<file path="src/rtl/ptqd_pkg.sv">
`timescale 1ns / 1ps
// ----------------------------------------------------------------------------
// ptqd_pkg
// Shared types and constants of the priority task queue dispatcher.
// ----------------------------------------------------------------------------
package ptqd_pkg;

    localparam int QUEUE_DEPTH_DEF = 32;

    localparam int ID_W    = 8;
    localparam int PRIO_W  = 8;
    localparam int BURST_W = 16;
    localparam int TIME_W  = 21;
    localparam int STAT_W  = 2;

    // slave tdata: task_id, prio, burst_len
    localparam int IN_DATA_W  = 32;
    localparam int IN_USER_W  = 1;
    // master tdata: out_task_id, out_prio, out_burst, start_time, finish_time, pad
    localparam int OUT_FLD_W  = ID_W + PRIO_W + BURST_W + 2 * TIME_W;
    localparam int OUT_DATA_W = ((OUT_FLD_W + 7) / 8) * 8;
    localparam int OUT_PAD_W  = OUT_DATA_W - OUT_FLD_W;

    localparam logic KIND_ADD  = 1'b0;
    localparam logic KIND_DISP = 1'b1;

    localparam logic [STAT_W-1:0] STAT_DISPATCHED = 2'd0;
    localparam logic [STAT_W-1:0] STAT_EMPTY      = 2'd1;
    localparam logic [STAT_W-1:0] STAT_REJECTED   = 2'd2;

    // packed so that the slave tdata maps onto it directly
    typedef struct packed {
        logic [BURST_W-1:0] burst;
        logic [PRIO_W-1:0]  prio;
        logic [ID_W-1:0]    id;
    } t_entry;

endpackage

</file>
<file path="src/rtl/priority_task_queue_dispatch.sv">
`timescale 1ns / 1ps
// ----------------------------------------------------------------------------
// priority_task_queue_dispatch
// Task queue kept sorted by descending priority in one synchronous memory,
// arrival order kept among equal priorities; a dispatch drains it in order.
// ----------------------------------------------------------------------------
//  channel   dir  handshake                      payload
//  s_axis    in   s_axis_tvalid / s_axis_tready  tuser: kind; tdata: id, prio, burst
//  m_axis    out  m_axis_tvalid / m_axis_tready  tuser: status; tdata: task + times;
//                                                tlast: last result of the item
//
//  add: written straight to slot 0 on an empty queue, else entries of lower priority
//  shift up one place (one read-modify-write per cycle) and the new entry fills the hole.
//  dispatch: one result per cycle while m_axis takes beats, from a registered memory read.
//  reset clears the state, occupancy count and output valid; memory contents are left as they are.
//  a new item is taken only when the block is idle and the result register
//  can take a beat; a stalled m_axis holds the drain in place.
// ----------------------------------------------------------------------------
module priority_task_queue_dispatch #(
    parameter int QUEUE_DEPTH = ptqd_pkg::QUEUE_DEPTH_DEF
) (
    input  logic                            i_clk,
    input  logic                            i_rst_n,
    input  logic                            s_axis_tvalid,
    output logic                            s_axis_tready,
    // [7:0] task_id, [15:8] prio, [31:16] burst_len
    input  logic [ptqd_pkg::IN_DATA_W-1:0]  s_axis_tdata,
    // [0] kind
    input  logic [ptqd_pkg::IN_USER_W-1:0]  s_axis_tuser,
    output logic                            m_axis_tvalid,
    input  logic                            m_axis_tready,
    // [7:0] out_task_id, [15:8] out_prio, [31:16] out_burst,
    // [52:32] start_time, [73:53] finish_time, [79:74] zero
    output logic [ptqd_pkg::OUT_DATA_W-1:0] m_axis_tdata,
    // [1:0] status
    output logic [ptqd_pkg::STAT_W-1:0]     m_axis_tuser,
    output logic                            m_axis_tlast
);
    import ptqd_pkg::*;

    localparam int IDX_W = (QUEUE_DEPTH > 1) ? $clog2(QUEUE_DEPTH) : 1;
    localparam int CNT_W = $clog2(QUEUE_DEPTH + 1);

    typedef enum logic [1:0] {
        S_IDLE,
        S_INS,
        S_HEAD,
        S_DISP
    } t_state;

    t_state              r_state;
    logic [CNT_W-1:0]    r_occ;
    t_entry              r_new;
    logic [IDX_W-1:0]    r_ins_pos;
    logic [IDX_W-1:0]    r_rd_idx;
    logic [CNT_W-1:0]    r_rd_left;
    logic                r_pend;
    logic                r_pend_last;
    logic [TIME_W-1:0]   r_clock;

    logic                r_out_valid;
    logic [STAT_W-1:0]   r_out_status;
    t_entry              r_out_entry;
    logic [TIME_W-1:0]   r_out_start;
    logic [TIME_W-1:0]   r_out_finish;
    logic                r_out_last;

    t_entry              mem [QUEUE_DEPTH];
    t_entry              r_rd_q;

    logic                out_free;
    logic                in_acc;
    logic                q_full;
    logic                consume;
    logic                issue;
    logic                new_goes_here;
    logic [TIME_W-1:0]   fin_time;
    t_entry              in_entry;

    logic                mem_rd_en;
    logic [IDX_W-1:0]    mem_rd_addr;
    logic                mem_wr_en;
    logic [IDX_W-1:0]    mem_wr_addr;
    t_entry              mem_wr_data;

    assign in_entry      = t_entry'(s_axis_tdata);
    assign out_free      = !r_out_valid || m_axis_tready;
    assign s_axis_tready = (r_state == S_IDLE) && out_free;
    assign in_acc        = s_axis_tvalid && s_axis_tready;
    assign q_full        = (r_occ == CNT_W'(QUEUE_DEPTH));
    assign consume       = (r_state == S_DISP) && r_pend && out_free;
    assign issue         = (r_state == S_DISP) && (r_rd_left != '0) && (!r_pend || consume);
    // entry below the hole stays put when its priority is not lower
    assign new_goes_here = (r_rd_q.prio >= r_new.prio);
    assign fin_time      = TIME_W'(r_clock + TIME_W'(r_rd_q.burst));

    // memory port control
    always_comb begin
        mem_rd_en   = 1'b0;
        mem_rd_addr = r_rd_idx;
        mem_wr_en   = 1'b0;
        mem_wr_addr = r_ins_pos;
        mem_wr_data = r_new;
        case (r_state)
            S_IDLE: begin
                if (in_acc && (s_axis_tuser[0] == KIND_ADD) && !q_full) begin
                    if (r_occ == '0) begin
                        mem_wr_en   = 1'b1;
                        mem_wr_addr = '0;
                        mem_wr_data = in_entry;
                    end else begin
                        mem_rd_en   = 1'b1;
                        mem_rd_addr = IDX_W'(r_occ - 1'b1);
                    end
                end
            end
            S_INS: begin
                // fetch the next lower slot while this one is resolved
                mem_rd_en   = 1'b1;
                mem_rd_addr = IDX_W'(r_ins_pos - 2'd2);
                mem_wr_en   = 1'b1;
                mem_wr_addr = r_ins_pos;
                mem_wr_data = new_goes_here ? r_new : r_rd_q;
            end
            S_HEAD: begin
                mem_wr_en   = 1'b1;
                mem_wr_addr = '0;
                mem_wr_data = r_new;
            end
            S_DISP: begin
                mem_rd_en   = issue;
                mem_rd_addr = r_rd_idx;
            end
            default: begin
                mem_rd_en = 1'b0;
            end
        endcase
    end

    always_ff @(posedge i_clk) begin
        if (mem_wr_en) begin
            mem[mem_wr_addr] <= mem_wr_data;
        end
        if (mem_rd_en) begin
            r_rd_q <= mem[mem_rd_addr];
        end
    end

    always_ff @(posedge i_clk) begin
        if (!i_rst_n) begin
            r_state     <= S_IDLE;
            r_occ       <= '0;
            r_rd_left   <= '0;
            r_pend      <= 1'b0;
            r_out_valid <= 1'b0;
        end else begin
            if (m_axis_tready) begin
                r_out_valid <= 1'b0;
            end
            case (r_state)
                S_IDLE: begin
                    if (in_acc) begin
                        r_new <= in_entry;
                        if (s_axis_tuser[0] == KIND_ADD) begin
                            if (q_full) begin
                                r_out_valid  <= 1'b1;
                                r_out_status <= STAT_REJECTED;
                                r_out_entry  <= '0;
                                r_out_start  <= '0;
                                r_out_finish <= '0;
                                r_out_last   <= 1'b1;
                            end else if (r_occ == '0) begin
                                r_occ <= CNT_W'(1);
                            end else begin
                                r_ins_pos <= IDX_W'(r_occ);
                                r_state   <= S_INS;
                            end
                        end else if (r_occ == '0) begin
                            r_out_valid  <= 1'b1;
                            r_out_status <= STAT_EMPTY;
                            r_out_entry  <= '0;
                            r_out_start  <= '0;
                            r_out_finish <= '0;
                            r_out_last   <= 1'b1;
                        end else begin
                            r_rd_idx  <= '0;
                            r_rd_left <= r_occ;
                            r_pend    <= 1'b0;
                            r_clock   <= '0;
                            r_state   <= S_DISP;
                        end
                    end
                end
                S_INS: begin
                    if (new_goes_here) begin
                        r_occ   <= CNT_W'(r_occ + 1'b1);
                        r_state <= S_IDLE;
                    end else if (r_ins_pos == IDX_W'(1)) begin
                        r_state <= S_HEAD;
                    end else begin
                        r_ins_pos <= IDX_W'(r_ins_pos - 1'b1);
                    end
                end
                S_HEAD: begin
                    r_occ   <= CNT_W'(r_occ + 1'b1);
                    r_state <= S_IDLE;
                end
                S_DISP: begin
                    if (issue) begin
                        r_rd_idx    <= IDX_W'(r_rd_idx + 1'b1);
                        r_rd_left   <= CNT_W'(r_rd_left - 1'b1);
                        r_pend      <= 1'b1;
                        r_pend_last <= (r_rd_left == CNT_W'(1));
                    end else if (consume) begin
                        r_pend <= 1'b0;
                    end
                    if (consume) begin
                        r_out_valid  <= 1'b1;
                        r_out_status <= STAT_DISPATCHED;
                        r_out_entry  <= r_rd_q;
                        r_out_start  <= r_clock;
                        r_out_finish <= fin_time;
                        r_out_last   <= r_pend_last;
                        r_clock      <= fin_time;
                        if (r_pend_last) begin
                            r_occ   <= '0;
                            r_state <= S_IDLE;
                        end
                    end
                end
                default: begin
                    r_state <= S_IDLE;
                end
            endcase
        end
    end

    assign m_axis_tvalid = r_out_valid;
    assign m_axis_tuser  = r_out_status;
    assign m_axis_tlast  = r_out_last;
    assign m_axis_tdata  = {{OUT_PAD_W{1'b0}}, r_out_finish, r_out_start,
                            r_out_entry.burst, r_out_entry.prio, r_out_entry.id};

endmodule

</file>
<file path="config.mk">
export PLATFORM = sky130hd
export DESIGN_NAME = priority_task_queue_dispatch
export DESIGN_NICKNAME = d
export VERILOG_FILES = /design/src/rtl/ptqd_pkg.sv /design/src/rtl/priority_task_queue_dispatch.sv
export SDC_FILE = /design/constraint.sdc
export NUM_CORES = 1
export LEC_CHECK = 0
export BUFFER_PORTS_ARGS = -buffer_cell sky130_fd_sc_hd__buf_2
export CAP_MARGIN = 20
export CORE_MARGIN = 10
export CORE_UTILIZATION = 57
export DETAILED_ROUTE_END_ITERATION = 8
export PLACE_DENSITY = 0.74
export SLEW_MARGIN = 15
export SYNTH_ARGS = -nofsm -noshare
export SYNTH_HDL_FRONTEND = slang
export SYNTH_SLANG_ARGS = --single-unit
</file>
<file path="constraint.sdc">
create_clock -name i_clk -period 14.25 [get_ports i_clk]
set_input_delay 1.425 -clock i_clk [delete_from_list [all_inputs] [get_ports i_clk]]
set_output_delay 1.425 -clock i_clk [all_outputs]
set_load 0.005 [all_outputs]
</file>
Yosys cells after proc, flatten, opt, wreduce, memory -nomap -nowiden
Memories as Yosys holds them, arrays and structs flattened. A register that Yosys moved wholly into a read port is not among the register bits.
Cells that the tools add are included.
{"block": "classes", "n_addsub": 7, "multipliers": 0, "n_div": 0, "magnitude_cmp": 1, "eq_ne": 23, "shift": 0, "mux": 96, "bitwise_logic": 1, "reduce_logical": 29}
{"cell": "32-bit two-way mux", "count": 8}
{"cell": "21-bit two-way mux", "count": 9}
{"cell": "32-bit case mux with 2 select lines", "count": 2}
{"cell": "21-bit case mux with 2 select lines", "count": 3}
{"cell": "5-bit two-way mux", "count": 14}
{"cell": "6-bit two-way mux", "count": 11}
{"cell": "5-bit case mux with 2 select lines", "count": 4}
{"cell": "2-bit two-way mux", "count": 14}
{"cell": "6-bit case mux with 4 select lines", "count": 1}
{"cell": "6-bit AND reduction", "count": 4}
{"cell": "1-bit two-way mux", "count": 22}
{"cell": "2-bit != test (second input constant)", "count": 11}
{"cell": "21-bit by 16-bit adder with 21-bit output", "count": 1}
{"cell": "3-bit != test (second input constant)", "count": 4}
{"cell": "6-bit case mux with 2 select lines", "count": 1}
{"cell": "5-bit AND reduction", "count": 2}
{"cell": "5-bit by 1-bit subtractor with 5-bit output (second input constant)", "count": 2}
{"cell": "8-bit >= comparator", "count": 1}
{"cell": "1-bit logical AND", "count": 8}
{"cell": "1-bit case mux with 2 select lines", "count": 4}
{"cell": "2-bit case mux with 4 select lines", "count": 1}
{"cell": "8-bit AND reduction", "count": 1}
{"cell": "7-bit AND reduction", "count": 1}
{"cell": "6-bit by 1-bit adder with 6-bit output (second input constant)", "count": 1}
{"cell": "other kinds (21)", "count": 27}
{"block": "totals", "register_bits": 157, "latchBits": 0, "ramBits": 1024, "rom_bits": 0, "in_bits": 37, "output_inout_bits": 85, "word_cells": 177, "memories": 1}
{"memory": "mem", "words": 32, "width": 32, "rd": 1, "rd_ports_with_merged_regs": 1, "wr": 1, "line": "priority_task_queue_dispatch.sv:68", "rtl": "t_entry mem [QUEUE_DEPTH];"}

Longest topological paths before layout
Gate-level depths: netlist of the first run.
{"block": "depth", "word_depth": 10, "mapped_depth": 14, "ltp_nobuf": 11}

Least setup slack after synthesis of the first run
OpenSTA, ideal clock, no wires.
{"block": "synth_timing", "kind": "input to register", "startpoint": "input s_axis_tuser", "endpoint": "register r_out_entry, in the netlist m_axis_tdata[0] (enable)", "t_arrival_ns": 5.624, "required_time_ns": 13.712, "setup_slack_ns": 8.089, "path_stages": 4, "path_buffers": 1, "cell_sequence": "buf_2 > xor2_1 > nand4_1 > a21oi_1"}
{"block": "synth_via", "elab_chain_cells": 2, "elab_cells_between_ends": 3, "cone_classes": "2 x eq/ne; 1 x reduce/logical"}
{"item": "start: declaration", "line": "priority_task_queue_dispatch.sv:29", "rtl": "input logic [ptqd_pkg::IN_USER_W-1:0] s_axis_tuser,"}
{"item": "3-bit by 2-bit != test with 1-bit output (no source line) or 3-bit != test (tied branches)"}
{"item": "6-bit AND reduction (no source line) (*)"}
{"item": "end signal: assignment", "line": "priority_task_queue_dispatch.sv:220", "rtl": "r_out_entry <= r_rd_q;"}
{"item": "end: declaration", "line": "priority_task_queue_dispatch.sv:63", "rtl": "t_entry r_out_entry;"}
Mark *: on every way between the ends. The rest lies on a longest branch, timed or not.
A chain may end at the register's enable or synchronous reset.

Worst setup path in the final report of the first run
{"block": "layout_timing", "startpoint": "register r_state[0]", "endpoint": "memory mem[27][19] (netlist name) (enable)"}
{"block": "layout_via", "elab_chain_cells": 9, "elab_cells_between_ends": 14, "cone_classes": "2 x eq/ne; 6 x mux; 6 x reduce/logical"}
{"item": "start: declaration", "line": "priority_task_queue_dispatch.sv:51", "rtl": "t_state r_state;"}
{"item": "start signal: assignment", "line": "priority_task_queue_dispatch.sv:151", "rtl": "r_state <= S_IDLE;"}
{"item": "start signal: assignment", "line": "priority_task_queue_dispatch.sv:176", "rtl": "r_state <= S_INS;"}
{"item": "start signal: assignment", "line": "priority_task_queue_dispatch.sv:190", "rtl": "r_state <= S_DISP;"}
{"item": "2-bit logical NOT", "line": "priority_task_queue_dispatch.sv:88, priority_task_queue_dispatch.sv:104"}
{"item": "1-bit logical AND", "line": "priority_task_queue_dispatch.sv:88", "rtl": "assign s_axis_tready = (r_state == S_IDLE) && out_free;"}
{"item": "1-bit logical AND", "line": "priority_task_queue_dispatch.sv:89", "rtl": "assign in_acc = s_axis_tvalid && s_axis_tready;"}
{"item": "1-bit logical AND (2 in a row)", "line": "priority_task_queue_dispatch.sv:106", "rtl": "if (in_acc && (s_axis_tuser[0] == KIND_ADD) && !q_full) begin"}
{"item": "1-bit two-way mux", "line": "priority_task_queue_dispatch.sv:106"}
{"item": "1-bit case mux with 2 select lines", "line": "priority_task_queue_dispatch.sv:104", "rtl": "case (r_state)"}
{"item": "1-bit two-way mux", "line": "priority_task_queue_dispatch.sv:141", "rtl": "if (mem_wr_en) begin"}
{"item": "1-bit two-way mux (not written as such)", "line": "priority_task_queue_dispatch.sv:142", "rtl": "mem[mem_wr_addr] <= mem_wr_data;"}
{"item": "end: declaration", "line": "priority_task_queue_dispatch.sv:68"}
Parallel ways exist; a longest one is shown, timed or not.

==> results of run 1 <==
## registers in the layout, indices dropped and copies added (netlist names), 2 cells and up
signal	cells
mem	1024
r_ins_pos	5
m_axis_tdata	32
r_rd_q	32
r_state	2
m_axis_tuser	2
r_out_finish	21
r_rd_left	6
r_occ	6
r_out_start	21
r_rd_idx	5
r_clock	21
r_new	32
## worst max-delay path: stages (launching register included)
cell and delay, ns:
dfxtp_1 0.33, inv_1 0.13, ha_2 0.80, inv_2 0.28, or3_1 0.53, or2_1 0.65
a21oi_1 0.49, nand4_1 0.88, nor2_4 1.07, buf_4 0.54
## cells in the final DEF, fill, tap and decap left out, drive strengths merged, types with 7 or more instances in the layout
cell,Yosys,routed
nor4,32,32
xor2,14,14
buf,68,190
nor2,111,111
bufinv,0,11
or3,9,9
mux4,256,256
a211oi,12,12
a21o,7,7
nand3,17,17
edfxtp,1197,1197
nand4,9,9
nor3,15,15
clkinv,1,45
inv,30,34
dfxtp,16,16
and2,57,57
nand2b,14,14
nand2,27,27
a31oi,7,7
xnor2,9,9
clkbuf,67,145
o21ai,61,61
o22ai,133,133
ha,38,38
a21oi,155,155
## final cells by class
| class | instances | area, um2 |
|---|---|---|
| Sequential cell | 1213 | 36300 |
| Inverter | 31 | 116 |
| Multi-Input combinational cell | 1051 | 11100 |
| Clock inverter | 61 | 627 |
| Clock buffer | 145 | 3000 |
| Fill cell | 5120 | 28700 |
| Tap cell | 1070 | 1340 |
| Timing Repair Buffer | 190 | 1210 |
## worst paths after layout
| path | end | startpoint | slack (ns) |
|---|---|---|---|
| max reg2reg | mem[27][19] | r_state[0] | 8.15 |
| min reg2reg | r_rd_left[2] | r_rd_left[2] | 0.53 |
| max | mem[27][19] | r_state[0] | 8.15 |
| min | r_rd_left[2] | r_rd_left[2] | 0.53 |
## report_power, final
group | leakage [nW] | switching, W | internal [W]
Sequential | 11.0 | 0.000191 | 0.00493
Combinational | 4.36 | 0.00202 | 0.00102
Clock | 1.78 | 0.00129 | 0.00168
Total | 17.1 | 0.00350 | 0.00764
## cell families after synthesis
group / Yosys count / synth area share
buffers and inverters: 166 / 0.0173
other: 1 / 0.0000788
AND/OR/NAND/NOR: 315 / 0.0341
adder cells (fa/ha/maj): 39 / 0.0104
AO/OA/AOI/OAI: 408 / 0.0500
XOR/XNOR: 23 / 0.00423
multiplexers: 260 / 0.122
flip-flops: 1213 / 0.762
## metrics by stage
stage                     hold slack (ns)  instance area (um2)  worst slack, ns  instances
after floorplan                     0.487                47600             8.09       2430
after detailed placement            0.520                50000             8.16       3554
after global routing                0.566                53700             7.80       3761
final                               0.534                53700             8.15       3761
after CTS                           0.532                53600             8.26       3760
after global placement              0.500                49800             8.24       3550
## routing by layer
| metal | track usage | vias to the layer above | share of wire |
|---|---|---|---|
| met5 | 0 | - | 0 |
| met4 | 0.102 | 0 | 0.039 |
| met3 | 0.0762 | 311 | 0.15 |
| met2 | 0.411 | 2112 | 0.47 |
| met1 | 0.359 | 13200 | 0.34 |
| li1 | - | 10300 | - |
==> flow_summary.json, run 1 <==
{
  "run_status": "completed",
  "finalClockSkew_ns": 0.0331,
  "syn_area_per_cell_um2": 19.6,
  "whs_path_depth": 2,
  "grt_max_degree": 133,
  "start_util": 0.578,
  "cts_setup_buffers": 0,
  "cts_resized": 0,
  "wl_per_cell_um": 33.9,
  "clk_latency_ns": 0.69,
  "fmax_ghz": 0.164,
  "p_leak_nw": 17.1,
  "endpoint_kind": "flip-flop",
  "port_buffers": 115,
  "path_clk_slew_ns": 0.06,
  "wl_mm": 127,
  "htreeDepth": 3,
  "drv_cap": 0,
  "slew_viol_final": 0,
  "gp_congestion": 0.879,
  "core_area_um2": 82400,
  "fin_crit_sh": 0.428,
  "first_pass_iters": 6,
  "dr_total_vias": 26000,
  "dp_hpwl_mm": 68.5,
  "fp.dieH_um": 309,
  "synth-edff-count": 1197,
  "vias_per_cell": 6.92,
  "synth.most_common_cell": "edfxtp_1",
  "slew_headroom": 0.245,
  "ios": 122,
  "numCtsBuffers": 111,
  "drt_iter0_drc": 3783,
  "hold_viol": 0,
  "grt-ovfl-total": 0,
  "worstMarginPinSlew_ns": 1.13,
  "cts_tree": "yes",
  "synth_common_cells": "edfxtp_1 (1197), mux4_2 (256), a21oi_1 (155), o22ai_1 (133), nor2_1 (111)",
  "antenna_found_initial": 0,
  "die-area_um2": 95500,
  "synth_cell_types": 64,
  "grt_usage": 0.266,
  "utilization": 0.651,
  "drcViolationCount": 0,
  "rr_worst_depth": 9,
  "grt_pass1_vias": 25800,
  "cts_buffer_depth": 3,
  "seq_area_frac_synth": 0.762,
  "antenna_left": 0,
  "cp_max_fo": 48,
  "grt_pass1_wl_mm": 182,
  "antennaDiodeCount": 0,
  "ir_drop_v": 0.000167,
  "ys_async_sr_fraction": 0,
  "synth_top_cell_by_area": "edfxtp_1",
  "tns_ns": 0,
  "die_x_um": 309,
  "cts-root-buf": "clkbuf_16",
  "p_per_area_nw_per_um2": 208,
  "min_period_ns": 6.10,
  "worstPathRequired_ns": 14.56,
  "synth_area_um2": 47600,
  "finalSetupViolations": 0,
  "cts_hold_buf": 0,
  "fin_nets": 2674,
  "rows": 105,
  "synth_top_area_frac": 0.755,
  "total_power_w": 0.0111,
  "synthCells": 2425,
  "drive_above_1_share": 0.259,
  "area_delta_synth_final_pct": 12.7,
  "arrival_ns": 6.41,
  "ys.flop_type": "edfxtp_1",
  "yosys-top-cells-area": "edfxtp_1 (76%), mux4_2 (12%), o22ai_1 (1.7%)",
  "synth-seq-cells": 1213,
  "rsz0062_at_grt": "no",
  "clock-sinks": 1213,
  "cp-start-kind": "flip-flop",
  "hold_class": "reg2reg",
  "path_class": "reg2reg",
  "yosysWarnings": 0
}
Note: power is estimated with default switching activity, not from simulation.
==> run 2: changes to the inputs <==
==> constraint.sdc (replaced) <==
create_clock -name i_clk -period 6.2 [get_ports i_clk]
set_input_delay 0.62 -clock i_clk [delete_from_list [all_inputs] [get_ports i_clk]]
set_output_delay 0.62 -clock i_clk [all_outputs]
set_load 0.005 [all_outputs]
==> run 2 against run 1 <==
Critical path depth increased by 2. Wire length fell by 8.1%. Power rose by 130%. First-iteration DRC count is 0.77% lower. Via count shrank 2.0%. Clock power is 120% higher. Count of clock-buffer cells in the layout fell by 14. Setup slack worse by 6.9 ns. Clock skew grew 0.016 ns. Highest routed layer unchanged.
==> flow_summary.json, run 2 (synthesis gave the netlist of run 1 again) <==
{
  "fmax_ghz": 0.204,
  "finalSetupViolations": 0,
  "cp_max_fo": 20,
  "core_area_um2": 82400,
  "ios": 122,
  "drv_cap": 0,
  "htreeDepth": 3,
  "cp-start-kind": "flip-flop",
  "rsz0062_at_grt": "no",
  "worstPathRequired_ns": 6.51,
  "die-area_um2": 95500,
  "path_cells": "inv_1 -> ha_1 -> nor4b_4 -> or4_1 -> mux2_1 -> a221oi_1 -> nor2_1 -> nand2b_2 -> buf_4 -> o22ai_1 -> nor4_1",
  "hold_viol": 0,
  "ir_drop_v": 0.000308,
  "cp_top_family": "simple AND/OR/NAND/NOR gates",
  "slew_viol_final": 0,
  "slowest_stage": "nor4_1",
  "antenna_found_initial": 2,
  "grt_usage": 0.246,
  "fin_nets": 2712,
  "worstMarginPinSlew_ns": 1.11,
  "largest_register_ff_count": 1024,
  "drcViolationCount": 0,
  "antenna_left": 0,
  "endpoint_kind": "flip-flop",
  "timing.rr.end": "r_rd_q[8]",
  "cts_buffer_depth": 3,
  "fin_crit_sh": 0.790,
  "slew_headroom": 0.259,
  "numCtsBuffers": 112,
  "drive_above_1_share": 0.272,
  "path_clk_slew_ns": 0.07,
  "worstReg2RegStart": "r_occ[0]",
  "die_x_um": 309,
  "wl_mm": 117,
  "crit_buf_inv": 2,
  "cts_resized": 0,
  "drt_iter0_drc": 3754,
  "hp-start": "s_axis_tdata[1]",
  "min_to": "r_new[1]",
  "cts-root-buf": "clkbuf_16",
  "min_period_ns": 4.90,
  "start_util": 0.578,
  "first_pass_iters": 6,
  "gp_congestion": 0.908,
  "arrival_ns": 5.21,
  "cts_tree": "yes",
  "regMostFlops": "mem",
  "fin_hold_ws_ns": 0.129,
  "tns_ns": 0,
  "rr_worst_depth": 11,
  "p_leak_nw": 17.3,
  "area_delta_synth_final_pct": 13.2,
  "grt-ovfl-total": 0,
  "dr_total_vias": 25500,
  "grt_pass1_vias": 25500,
  "whs_path_depth": 1,
  "clk_latency_ns": 0.70,
  "final_common_cell": "edfxtp_1",
  "p_per_area_nw_per_um2": 472,
  "fp.dieH_um": 309,
  "finalClockSkew_ns": 0.0488,
  "run_status": "completed",
  "post-place-ws_ns": 1.47,
  "dp_hpwl_mm": 70.5,
  "slowest_delay_ns": 0.93,
  "grt_pass1_wl_mm": 173,
  "rows": 105,
  "cts_hold_buf": 0,
  "grt_max_degree": 101,
  "wl_per_cell_um": 30.8,
  "layout_setup_ws_ns": 1.30,
  "final_cell_mix": "edfxtp_1 (1197), mux4_2 (256), o22ai_1 (133), a21oi_1 (122), buf_2 (115)",
  "port_buffers": 115,
  "path_class": "reg2reg",
  "hold_class": "in2reg",
  "clock-sinks": 1213,
  "vias_per_cell": 6.71,
  "cts_setup_buffers": 0,
  "rrSetupSlack_ns": 1.30
}
## run 2: power by group
group	leakage [nW]	switching, W	total (W)	internal (W)
combinational	4.56	0.00464	0.00706	0.00242
sequential	11.0	0.000414	0.0117	0.0113
clock	1.72	0.00299	0.00665	0.00365
total	17.3	0.00805	0.0254	0.0174
## run 2: per-stage QoR
step                      std cells  total power (W)  area, um2   util
after floorplan                2430           0.0161      47600      -
after global placement         3590           0.0185      50200  0.610
after detailed placement       3591           0.0188      50300  0.610
after CTS                      3797           0.0254      53800  0.653
after global routing           3798           0.0264      53900  0.654
final                          3801           0.0254      53900  0.654
## run 2: routing by layer
layer / share of wire / GRT usage / vias up
met1: 0.37 / 0.340 / 13100
met2: 0.47 / 0.384 / 1749
met3: 0.13 / 0.0653 / 227
met4: 0.029 / 0.0779 / 0
met5: 0 / 0 / -
li1: - / - / 10400
## run 2: worst max path at each step
| stage | start | slack [ns] | to | cells past startpoint |
|---|---|---|---|---|
| final | r_occ[0] | 1.30 | r_rd_q[8] | 11 |
| after global routing | r_occ[0] | 1.15 | r_rd_q[8] | 10 |
| after CTS | r_occ[0] | 1.49 | r_rd_q[8] | 11 |
| after detailed placement | s_axis_tuser | 1.47 | r_rd_q[8] | 10 |
| after global placement | s_axis_tuser | 1.46 | r_rd_q[8] | 10 |
| after floorplan | r_state[0] | 0.73 | m_axis_tdata[0] | 6 |
## run 2: final cells by class
cell class / count / area (um2)
sequential: 1213 / 36300
fill: 5157 / 28500
multi-input combinational: 1051 / 11000
clock buffer: 131 / 2900
timing repair buffer: 227 / 1570
tap: 1070 / 1340
clock inverter: 75 / 667
inverter: 31 / 116
antenna: 3 / 7.51
